--- config.mk ---
export PLATFORM = sky130hd
export DESIGN_NAME = positional_list_engine
export DESIGN_NICKNAME = d
export VERILOG_FILES = /design/src/sv/ple_pkg.sv /design/src/sv/ple_cell.sv /design/src/sv/ple_encoder.sv /design/src/sv/positional_list_engine.sv
export SDC_FILE = /design/constraint.sdc
export NUM_CORES = 2
export LEC_CHECK = 0
export BUFFER_PORTS_ARGS = -buffer_cell sky130_fd_sc_hd__buf_4
export CAP_MARGIN = 20
export CORE_ASPECT_RATIO = 0.7
export CORE_MARGIN = 4
export CORE_UTILIZATION = 50
export CTS_BUF_LIST = sky130_fd_sc_hd__clkbuf_8 sky130_fd_sc_hd__clkbuf_16
export DETAILED_ROUTE_END_ITERATION = 8
export PLACE_DENSITY_LB_ADDON = 0.2
export SYNTH_ARGS = -nofsm -noshare
export SYNTH_HDL_FRONTEND = slang
export SYNTH_SLANG_ARGS = --single-unit
--- constraint.sdc ---
create_clock -name clk -period 11.8 [get_ports clk]
set_input_delay 2.36 -clock clk [delete_from_list [all_inputs] [get_ports clk]]
set_output_delay 2.36 -clock clk [all_outputs]
set_load 0.1 [all_outputs]
--- src/sv/ple_pkg.sv ---
package ple_pkg;

  // list geometry
  localparam int DEPTH = 16;
  localparam int WIDTH = 32;
  localparam int IDX_W = $clog2(DEPTH);
  localparam int CNT_W = $clog2(DEPTH + 1);
  localparam int POS_W = 5;
  localparam int CMP_W = (CNT_W > POS_W) ? CNT_W : POS_W;

  // operation codes
  localparam logic [1:0] FN_INSERT = 2'd0;
  localparam logic [1:0] FN_ERASE  = 2'd1;
  localparam logic [1:0] FN_SEARCH = 2'd2;

  // status codes
  localparam logic [1:0] ST_OK    = 2'd0;
  localparam logic [1:0] ST_FULL  = 2'd1;
  localparam logic [1:0] ST_RANGE = 2'd2;

  typedef struct packed {
    logic [1:0]       func;
    logic [31:0]      value;
    logic [POS_W-1:0] position;
  } in_word_t;

  typedef struct packed {
    logic [1:0] status;
    logic       found;
    logic [3:0] found_index;
    logic [4:0] element_total;
    logic       is_empty;
  } out_word_t;

  // command broadcast to every cell
  typedef struct packed {
    logic             do_ins;
    logic             do_era;
    logic [WIDTH-1:0] value;
    logic [POS_W-1:0] pos;
    logic [CNT_W-1:0] count;
  } cell_cmd_t;

endpackage

--- src/sv/ple_cell.sv ---
module ple_cell
  import ple_pkg::*;
(
  input  logic             clk,
  input  cell_cmd_t        cmd,
  input  logic [IDX_W-1:0] cell_idx,
  input  logic [WIDTH-1:0] left_data,
  input  logic [WIDTH-1:0] right_data,
  output logic [WIDTH-1:0] data_r,
  output logic             match
);

  logic [WIDTH-1:0] data_nxt;
  logic [CMP_W-1:0] idx_x;
  logic [CMP_W-1:0] pos_x;
  logic [CMP_W-1:0] cnt_x;

  assign idx_x = CMP_W'(cell_idx);
  assign pos_x = CMP_W'(cmd.pos);
  assign cnt_x = CMP_W'(cmd.count);

  // shift toward tail on insert, toward head on erase
  always_comb begin
    data_nxt = data_r;
    if (cmd.do_ins) begin
      if (idx_x > pos_x) begin
        data_nxt = left_data;
      end else if (idx_x == pos_x) begin
        data_nxt = cmd.value;
      end
    end else if (cmd.do_era) begin
      if (idx_x >= pos_x) begin
        data_nxt = right_data;
      end
    end
  end

  always_ff @(posedge clk) begin
    data_r <= data_nxt;
  end

  // only occupied cells may match
  assign match = (data_r == cmd.value) && (idx_x < cnt_x);

endmodule

--- src/sv/ple_encoder.sv ---
module ple_encoder
  import ple_pkg::*;
(
  input  logic [DEPTH-1:0] hits,
  output logic             found,
  output logic [IDX_W-1:0] index
);

  // lowest set bit wins
  always_comb begin
    found = |hits;
    index = '0;
    for (int k = DEPTH - 1; k >= 0; k--) begin
      if (hits[k]) begin
        index = IDX_W'(k);
      end
    end
  end

endmodule

--- src/sv/positional_list_engine.sv ---
// Throughput: one word per cycle while in_stall is low; every cell updates
// in the cycle of acceptance, and the search hit vector is priority encoded
// in the following stage.
// Reset: rst_n synchronous active low clears the element count and valid flags;
// entry storage is not cleared.
module positional_list_engine
  import ple_pkg::*;
(
  input  logic      clk,
  input  logic      rst_n,
  input  logic      in_valid,
  output logic      in_stall,
  input  in_word_t  in_data,
  output logic      out_valid,
  input  logic      out_stall,
  output out_word_t out_data
);

  logic [CNT_W-1:0] count_r, count_nxt;
  logic             s1_valid_r;
  logic [DEPTH-1:0] s1_hits_r;
  logic [1:0]       s1_status_r;
  logic [CNT_W-1:0] s1_count_r;
  logic             out_valid_r;
  out_word_t        out_data_r;

  logic             out_free, s1_adv, in_acc;
  logic             full, ins_range, era_range;
  logic             ins_ok, era_ok;
  logic [1:0]       status;
  cell_cmd_t        cmd;
  logic [WIDTH-1:0] cell_data [DEPTH];
  logic [DEPTH-1:0] hits;
  logic             enc_found;
  logic [IDX_W-1:0] enc_index;

  // pipeline flow
  assign out_free = !out_valid_r || !out_stall;
  assign s1_adv   = s1_valid_r && out_free;
  assign in_stall = s1_valid_r && !out_free;
  assign in_acc   = in_valid && !in_stall;

  // request checks
  assign full      = (CMP_W'(count_r) >= CMP_W'(DEPTH));
  assign ins_range = (CMP_W'(in_data.position) > CMP_W'(count_r));
  assign era_range = (CMP_W'(in_data.position) >= CMP_W'(count_r));
  assign ins_ok    = in_acc && (in_data.func == FN_INSERT) && !full && !ins_range;
  assign era_ok    = in_acc && (in_data.func == FN_ERASE) && !era_range;

  always_comb begin
    case (in_data.func)
      FN_INSERT: status = full ? ST_FULL : (ins_range ? ST_RANGE : ST_OK);
      FN_ERASE:  status = era_range ? ST_RANGE : ST_OK;
      default:   status = ST_OK;
    endcase
  end

  always_comb begin
    count_nxt = count_r;
    if (ins_ok) begin
      count_nxt = count_r + CNT_W'(1);
    end else if (era_ok) begin
      count_nxt = count_r - CNT_W'(1);
    end
  end

  // command broadcast
  assign cmd.do_ins = ins_ok;
  assign cmd.do_era = era_ok;
  assign cmd.value  = in_data.value[WIDTH-1:0];
  assign cmd.pos    = in_data.position;
  assign cmd.count  = count_r;

  // cell chain
  for (genvar k = 0; k < DEPTH; k++) begin : g_cell
    logic [WIDTH-1:0] left_d, right_d;
    if (k == 0) begin : g_head
      assign left_d = cmd.value;
    end else begin : g_mid_l
      assign left_d = cell_data[k-1];
    end
    if (k == DEPTH - 1) begin : g_tail
      assign right_d = cell_data[k];
    end else begin : g_mid_r
      assign right_d = cell_data[k+1];
    end
    ple_cell u_cell (
      .clk        (clk),
      .cmd        (cmd),
      .cell_idx   (IDX_W'(k)),
      .left_data  (left_d),
      .right_data (right_d),
      .data_r     (cell_data[k]),
      .match      (hits[k])
    );
  end

  // control registers
  always_ff @(posedge clk) begin
    if (!rst_n) begin
      count_r     <= '0;
      s1_valid_r  <= 1'b0;
      out_valid_r <= 1'b0;
    end else begin
      count_r <= count_nxt;
      if (in_acc) begin
        s1_valid_r <= 1'b1;
      end else if (s1_adv) begin
        s1_valid_r <= 1'b0;
      end
      if (s1_adv) begin
        out_valid_r <= 1'b1;
      end else if (out_valid_r && !out_stall) begin
        out_valid_r <= 1'b0;
      end
    end
  end

  // stage one payload: hits only count for a search
  always_ff @(posedge clk) begin
    if (in_acc) begin
      s1_hits_r   <= (in_data.func == FN_SEARCH) ? hits : '0;
      s1_status_r <= status;
      s1_count_r  <= count_nxt;
    end
  end

  ple_encoder u_enc (
    .hits  (s1_hits_r),
    .found (enc_found),
    .index (enc_index)
  );

  // output word
  always_ff @(posedge clk) begin
    if (s1_adv) begin
      out_data_r.status        <= s1_status_r;
      out_data_r.found         <= enc_found;
      out_data_r.found_index   <= 4'(enc_index);
      out_data_r.element_total <= 5'(s1_count_r);
      out_data_r.is_empty      <= (s1_count_r == '0);
    end
  end

  assign out_valid = out_valid_r;
  assign out_data  = out_data_r;

endmodule
### Word-level counts from Yosys, hierarchy flattened

Cells that the tools add are included.

* flip-flop bits (word level): 555
* input port bits: 43
* word-level logic and storage cells: 307

* $add $sub $neg: 2
* magnitude comparators: 50
* equality and inequality tests: 48
* multiplexer cells: 102
* reductions and logical operators: 75

Operator list (number)
* 2-to-1 mux 32 bit: 77
* equality test 32 bit: 16
* inequality test 3 x 1 -> 1 bit (second input constant): 15
* AND reduction 3 bit: 15
* equality test 4 x 5 -> 1 bit (first input constant): 8
* greater-than comparator 4 x 5 -> 1 bit (first input constant): 8
* less-than comparator 4 x 5 -> 1 bit (first input constant): 8
* nonzero test 2 bit: 19
* >= comparator 4 x 5 -> 1 bit (first input constant): 7
* 2-to-1 mux 4 bit: 8
* logical AND 1 bit: 25
* equality test 3 x 5 -> 1 bit (first input constant): 4
* >= comparator 3 x 5 -> 1 bit (first input constant): 4
* greater-than comparator 3 x 5 -> 1 bit (first input constant): 4
* less-than comparator 3 x 5 -> 1 bit (first input constant): 4
* OR reduction 16 bit: 1
* 2-to-1 mux 3 bit: 4
* equality test 2 x 5 -> 1 bit (first input constant): 2
* >= comparator 1 x 5 -> 1 bit (first input constant): 2
* >= comparator 2 x 5 -> 1 bit (first input constant): 2
* greater-than comparator 1 x 5 -> 1 bit (first input constant): 2
* greater-than comparator 2 x 5 -> 1 bit (first input constant): 2
* logical NOT 5 bit: 2
* less-than comparator 1 x 5 -> 1 bit (first input constant): 2
* other kinds (20): 36

### Logic depth before layout (Yosys ltp)

* depth in word-level cells: 15
* gate-level depth with buffers: 12
* gate-level depth less buffers: 7

### By module

A second synthesis with hierarchy kept.

* cells, all modules: 4184
* area total of the unflattened synthesis: 38968.6 µm²

By module, submodules not included
* ple_cell: instances 16, cells each 251, area each 2307.2 µm², sequential area each 960.9 µm²
* positional_list_engine: instances 1, cells each 134, area each 1876.8 µm², sequential area each 1221.2 µm²
* ple_encoder: instances 1, cells each 34, area each 176.4 µm², sequential area each 0.0 µm²

### Worst setup path before layout

OpenSTA, ideal clock, no wires.

* kind: input -> register
* from: input port in_data[3] (netlist bit)
* to: register g_cell[9].u_cell.data_r[0], enable pin
* setup time: 0.461 ns
* arrival time: 5.960 ns
* required time: 11.339 ns
* slack: 5.379 ns
* stages on the path: 8
* path through: ha_1 > a21o_1 > a21oi_2 > a21boi_1 > buf_2 > or2_2 > buf_2 > nor3_1

* cells in the longest elaborated chain, start to end: 5
* elaborated cells on any way between the ends: 13

Ends and longest elaborated chain
* start, declared: RTL line positional_list_engine.sv:13 `input in_word_t in_data,`
* greater-than comparator 5 bit / >= comparator 5 bit (equally long branches): RTL line positional_list_engine.sv:45, positional_list_engine.sv:46
* logical NOT 1 bit (on tied branches): RTL line positional_list_engine.sv:47, positional_list_engine.sv:48
* logical AND 1 bit (on tied branches): RTL line positional_list_engine.sv:47, positional_list_engine.sv:48
* inequality test 3 x 1 -> 1 bit (no source line) / nonzero test 2 bit (equally long branches)
* AND reduction 3 bit (no source line) (*)
* end signal, assigned: RTL line ple_cell.sv:39 `data_r <= data_nxt;`
* end, declared: RTL line ple_cell.sv:9 `output logic [WIDTH-1:0] data_r,`

Mark *: on every way between the ends. The rest lies on a longest branch, timed or not.
A chain may end at the register's enable or synchronous reset.

### Worst setup path after layout

* from: input port in_data[4] (netlist bit)
* to: register g_cell[0].u_cell.data_r[6] (data pin)

* cells in the longest elaborated chain, start to end: 4
* elaborated cells on any way between the ends: 6

Ends and longest elaborated chain
* greater-than comparator 5 bit: RTL line positional_list_engine.sv:45 `assign ins_range = (CMP_W'(in_data.position) > CMP_W'(count_r));`
* logical NOT 1 bit: RTL line positional_list_engine.sv:47 `assign ins_ok = in_acc && (in_data.func == FN_INSERT) && !full && !ins_range;`
* logical AND 1 bit: RTL line positional_list_engine.sv:47
* 2-to-1 mux 32 bit (*): RTL line ple_cell.sv:25 `if (cmd.do_ins) begin`
* named net g_cell[0].u_cell.data_nxt[6]: RTL line ple_cell.sv:13 `logic [WIDTH-1:0] data_nxt;`
* end signal, assigned: RTL line ple_cell.sv:39
* end, declared: RTL line ple_cell.sv:9

Mark *: on every way through the listed nets, which the timed path passes. The rest lies on a longest branch.

==> impl_metrics.json <==
{
  "die_height_um": 228,
  "holdBufCountCts": 0,
  "rsz0062_at_grt": "no",
  "tritoncts": "done",
  "synth-seq-cells": 555,
  "r2r-start": "count_r[4]$_SDFF_PN0_",
  "period_share_pct": 50.1,
  "synth_top_area_share_pct": 47.8,
  "clk_pin_slew_ps": 60,
  "cts_setup_buffers": 0,
  "dpl_cell_area_um2": 35000,
  "worstHoldPathType": "flip-flop to flip-flop",
  "avgSynthCellArea_um2": 10.9,
  "final_nets": 3041,
  "outcome": "completed",
  "area_delta_synth_final_pct": 7.65,
  "grt_first_pass_wirelength_um": 166000,
  "hp-start": "s1_status_r[1]$_DFFE_PN_",
  "hold_violations": 0,
  "syn-num-nets": 3220,
  "synth_area_leaders": "edfxtp_1 (48%), mux2i_1 (13%), o21ai_0 (11%), xor2_1 (6.8%), xnor2_1 (6.3%)",
  "grt_start_max_net_pins": 285,
  "cts_resized": 0,
  "ys_warn_count": 0,
  "clock-sinks": 555,
  "ios": 58,
  "ir_drop_mv": 0.108,
  "yosysTopAreaCell": "edfxtp_1",
  "drtIter0Drc": 4006,
  "drive_gt1_share_pct": 9.25,
  "ant_nets": 0,
  "required_ps": 12190,
  "antenna_found_initial": 10,
  "dpl.hpwl_um": 77500,
  "ys_seq_area_share_pct": 48.2,
  "synth_top_flop_cell": "edfxtp_1",
  "final.setup_skew_ps": 27.7,
  "core_area_um2": 68200,
  "syn-cell-area_um2": 34400,
  "start_util_pct": 50.5,
  "wirelength_um": 113000,
  "timing.critical_path.arrival_ps": 6300,
  "grt_pass1_vias": 25126,
  "gr-usage-all-layers_pct": 29.8,
  "core.rowCount": 80,
  "io_buffers": 57,
  "max_freq_mhz": 169,
  "synthDistinctLibCells": 58,
  "die_width_um": 322,
  "max-slew-margin-rel_pct": 2.88,
  "synthArstFlopShare_pct": 0,
  "fin_cells": 3941,
  "drc": 0,
  "stdcell_area_um2": 37100,
  "dieArea_um2": 73200,
  "worst_slew_pin_slew_ps": 1460,
  "static-leakage-power_nw": 12.3,
  "end_kind": "flip-flop",
  "critPathLaunch": "in_data[4]",
  "vias": 26211,
  "cts_buffer_depth": 3,
  "clock_latency_ps": 640,
  "critPathKind": "input pin to flip-flop",
  "cts_made_buffers": 57,
  "wl_per_cell_um": 28.7,
  "htreeDepth": 2,
  "critPathMaxFanout": 164,
  "syn_inst": 3169,
  "placed_cells": 3825,
  "first_pass_iters": 6,
  "viasPerCell": 6.65,
  "synth_edf_count": 548,
  "final_max_slew_viol_count": 0,
  "place_congestion": 0.934,
  "fillerInstances": 5932,
  "root_buffer": "clkbuf_16",
  "tns_ps": 0,
  "start_kind": "input pin",
  "globalRouteOverflowTotal": 0,
  "power_density_nw_per_um2": 128,
  "finalCriticalPeriod_ps": 5910,
  "maxCapViolations": 0,
  "setup_viol": 0
}
-- power breakdown --
group,switching [mW],total (mW),internal (mW)
sequential,0.0294,2.22,2.19
clock,0.840,1.90,1.06
combinational,0.436,0.629,0.192
total,1.31,4.75,3.45
-- synth_stat cells, drive strengths merged, types with 2 or more instances --
cell / count
a2111oi: 4
a21boi: 3
a21o: 2
a21oi: 16
a2bb2oi: 2
a311oi: 2
a31oi: 4
and3: 3
buf: 112
clkbuf: 229
dfxtp: 7
edfxtp: 548
ha: 8
inv: 17
mux2: 64
mux2i: 451
nand2: 19
nand3: 24
nand4: 68
nor2: 29
nor2b: 5
nor3: 21
nor4: 82
o21a: 3
o21ai: 906
o31a: 2
or2: 4
or3: 4
or4: 2
xnor2: 248
xor2: 267
-- worst max-delay path: stages --
cell,delay (ps)
buf_4,280
ha_1,310
and3_1,210
nand3_1,160
a21boi_4,200
buf_4,690
or2_4,830
buf_12,570
mux2_2,410
-- layout make-up --
type | instances | area (µm²) | share of cell area (%)
multi-input cells | 2256 | 16500 | 44.4
clock buffers | 61 | 1530 | 4.12
repair buffers | 103 | 891 | 2.40
well taps | 902 | 1130 | 3.05
diodes | 1 | 2.50 | 0.00675
inverters | 17 | 63.8 | 0.172
flip-flops and latches | 555 | 16600 | 44.8
clock inverters | 46 | 380 | 1.03
-- per-layer routing --
layer  track usage (%)  routed length (µm)  up-vias
li1                  -                   -    11332
met5                 0                  59        -
met3              14.3               18000       86
met1              46.6               51300    13317
met4              3.46                 933       10
met2              37.7               42700     1466
-- logic make-up (layout without fill, tap and decap cells) --
family / after synthesis / count (layout) / share of synthesized area, %
AOI/OAI and AO/OA: 953 / 953 / 14.2
DFF: 555 / 555 / 48.2
xor gates and xnor gates: 515 / 515 / 13.1
muxes: 515 / 515 / 15.2
buffers and inverters: 358 / 227 / 4.59
and+or+nand+nor: 265 / 265 / 4.37
adders and majority gates: 8 / 8 / 0.291
other: 0 / 1 / 0
-- registers in the layout (all words and copies together) (netlist names) --
| name | count |
|---|---|
| s1_count_r | 5 |
| s1_status_r | 2 |
| s1_hits_r | 16 |
| out_valid | 1 |
| g_cell.u_cell.data_r | 512 |
| s1_valid_r | 1 |
| count_r | 5 |
| out_data | 13 |
-- final timing paths --
kind                                                to  slack (ps)  depth (start not counted)
setup / recovery  g_cell[0].u_cell.data_r[6]$_DFFE_PP_        5890                          9
hold reg to reg                 out_data[12]$_DFFE_PP_         430                          0
hold / removal                  out_data[12]$_DFFE_PP_         430                          0
setup reg to reg  g_cell[0].u_cell.data_r[6]$_DFFE_PP_        6490                          9
-- cell usage in the layout (no fill, tap or decap), types with 9 or more instances in the layout --
cell       netlist  routed
nand3_1         24      24
mux2i_1        451     451
clkinv_1         0      13
xor2_1         267     267
buf_12           0      10
nand2_1         18      17
clkbuf_16        0      61
mux2_1          11      11
nor4_1          82      82
buf_4            9      90
inv_1           17      27
nor2_1          27      14
mux2_2          53      53
o21ai_1        132     132
o21ai_0        774     774
edfxtp_1       548     548
xnor2_1        248     248
nor2_4           0       9
a21oi_1         10      10
nor3_1          20      18
nand4_1         68      68
-- stage by stage --
step	hold slack, ps	util, %	total power [mW]	worst slack, ps
floorplan	400	-	2.69	5380
global placement	401	51.3	2.86	5390
detailed placement	406	51.4	2.87	5340
CTS	429	54.2	4.74	6030
global route	440	54.4	4.88	5770
finish	426	54.4	4.75	5890
No activity file was read; power rests on OpenSTA's default activity.
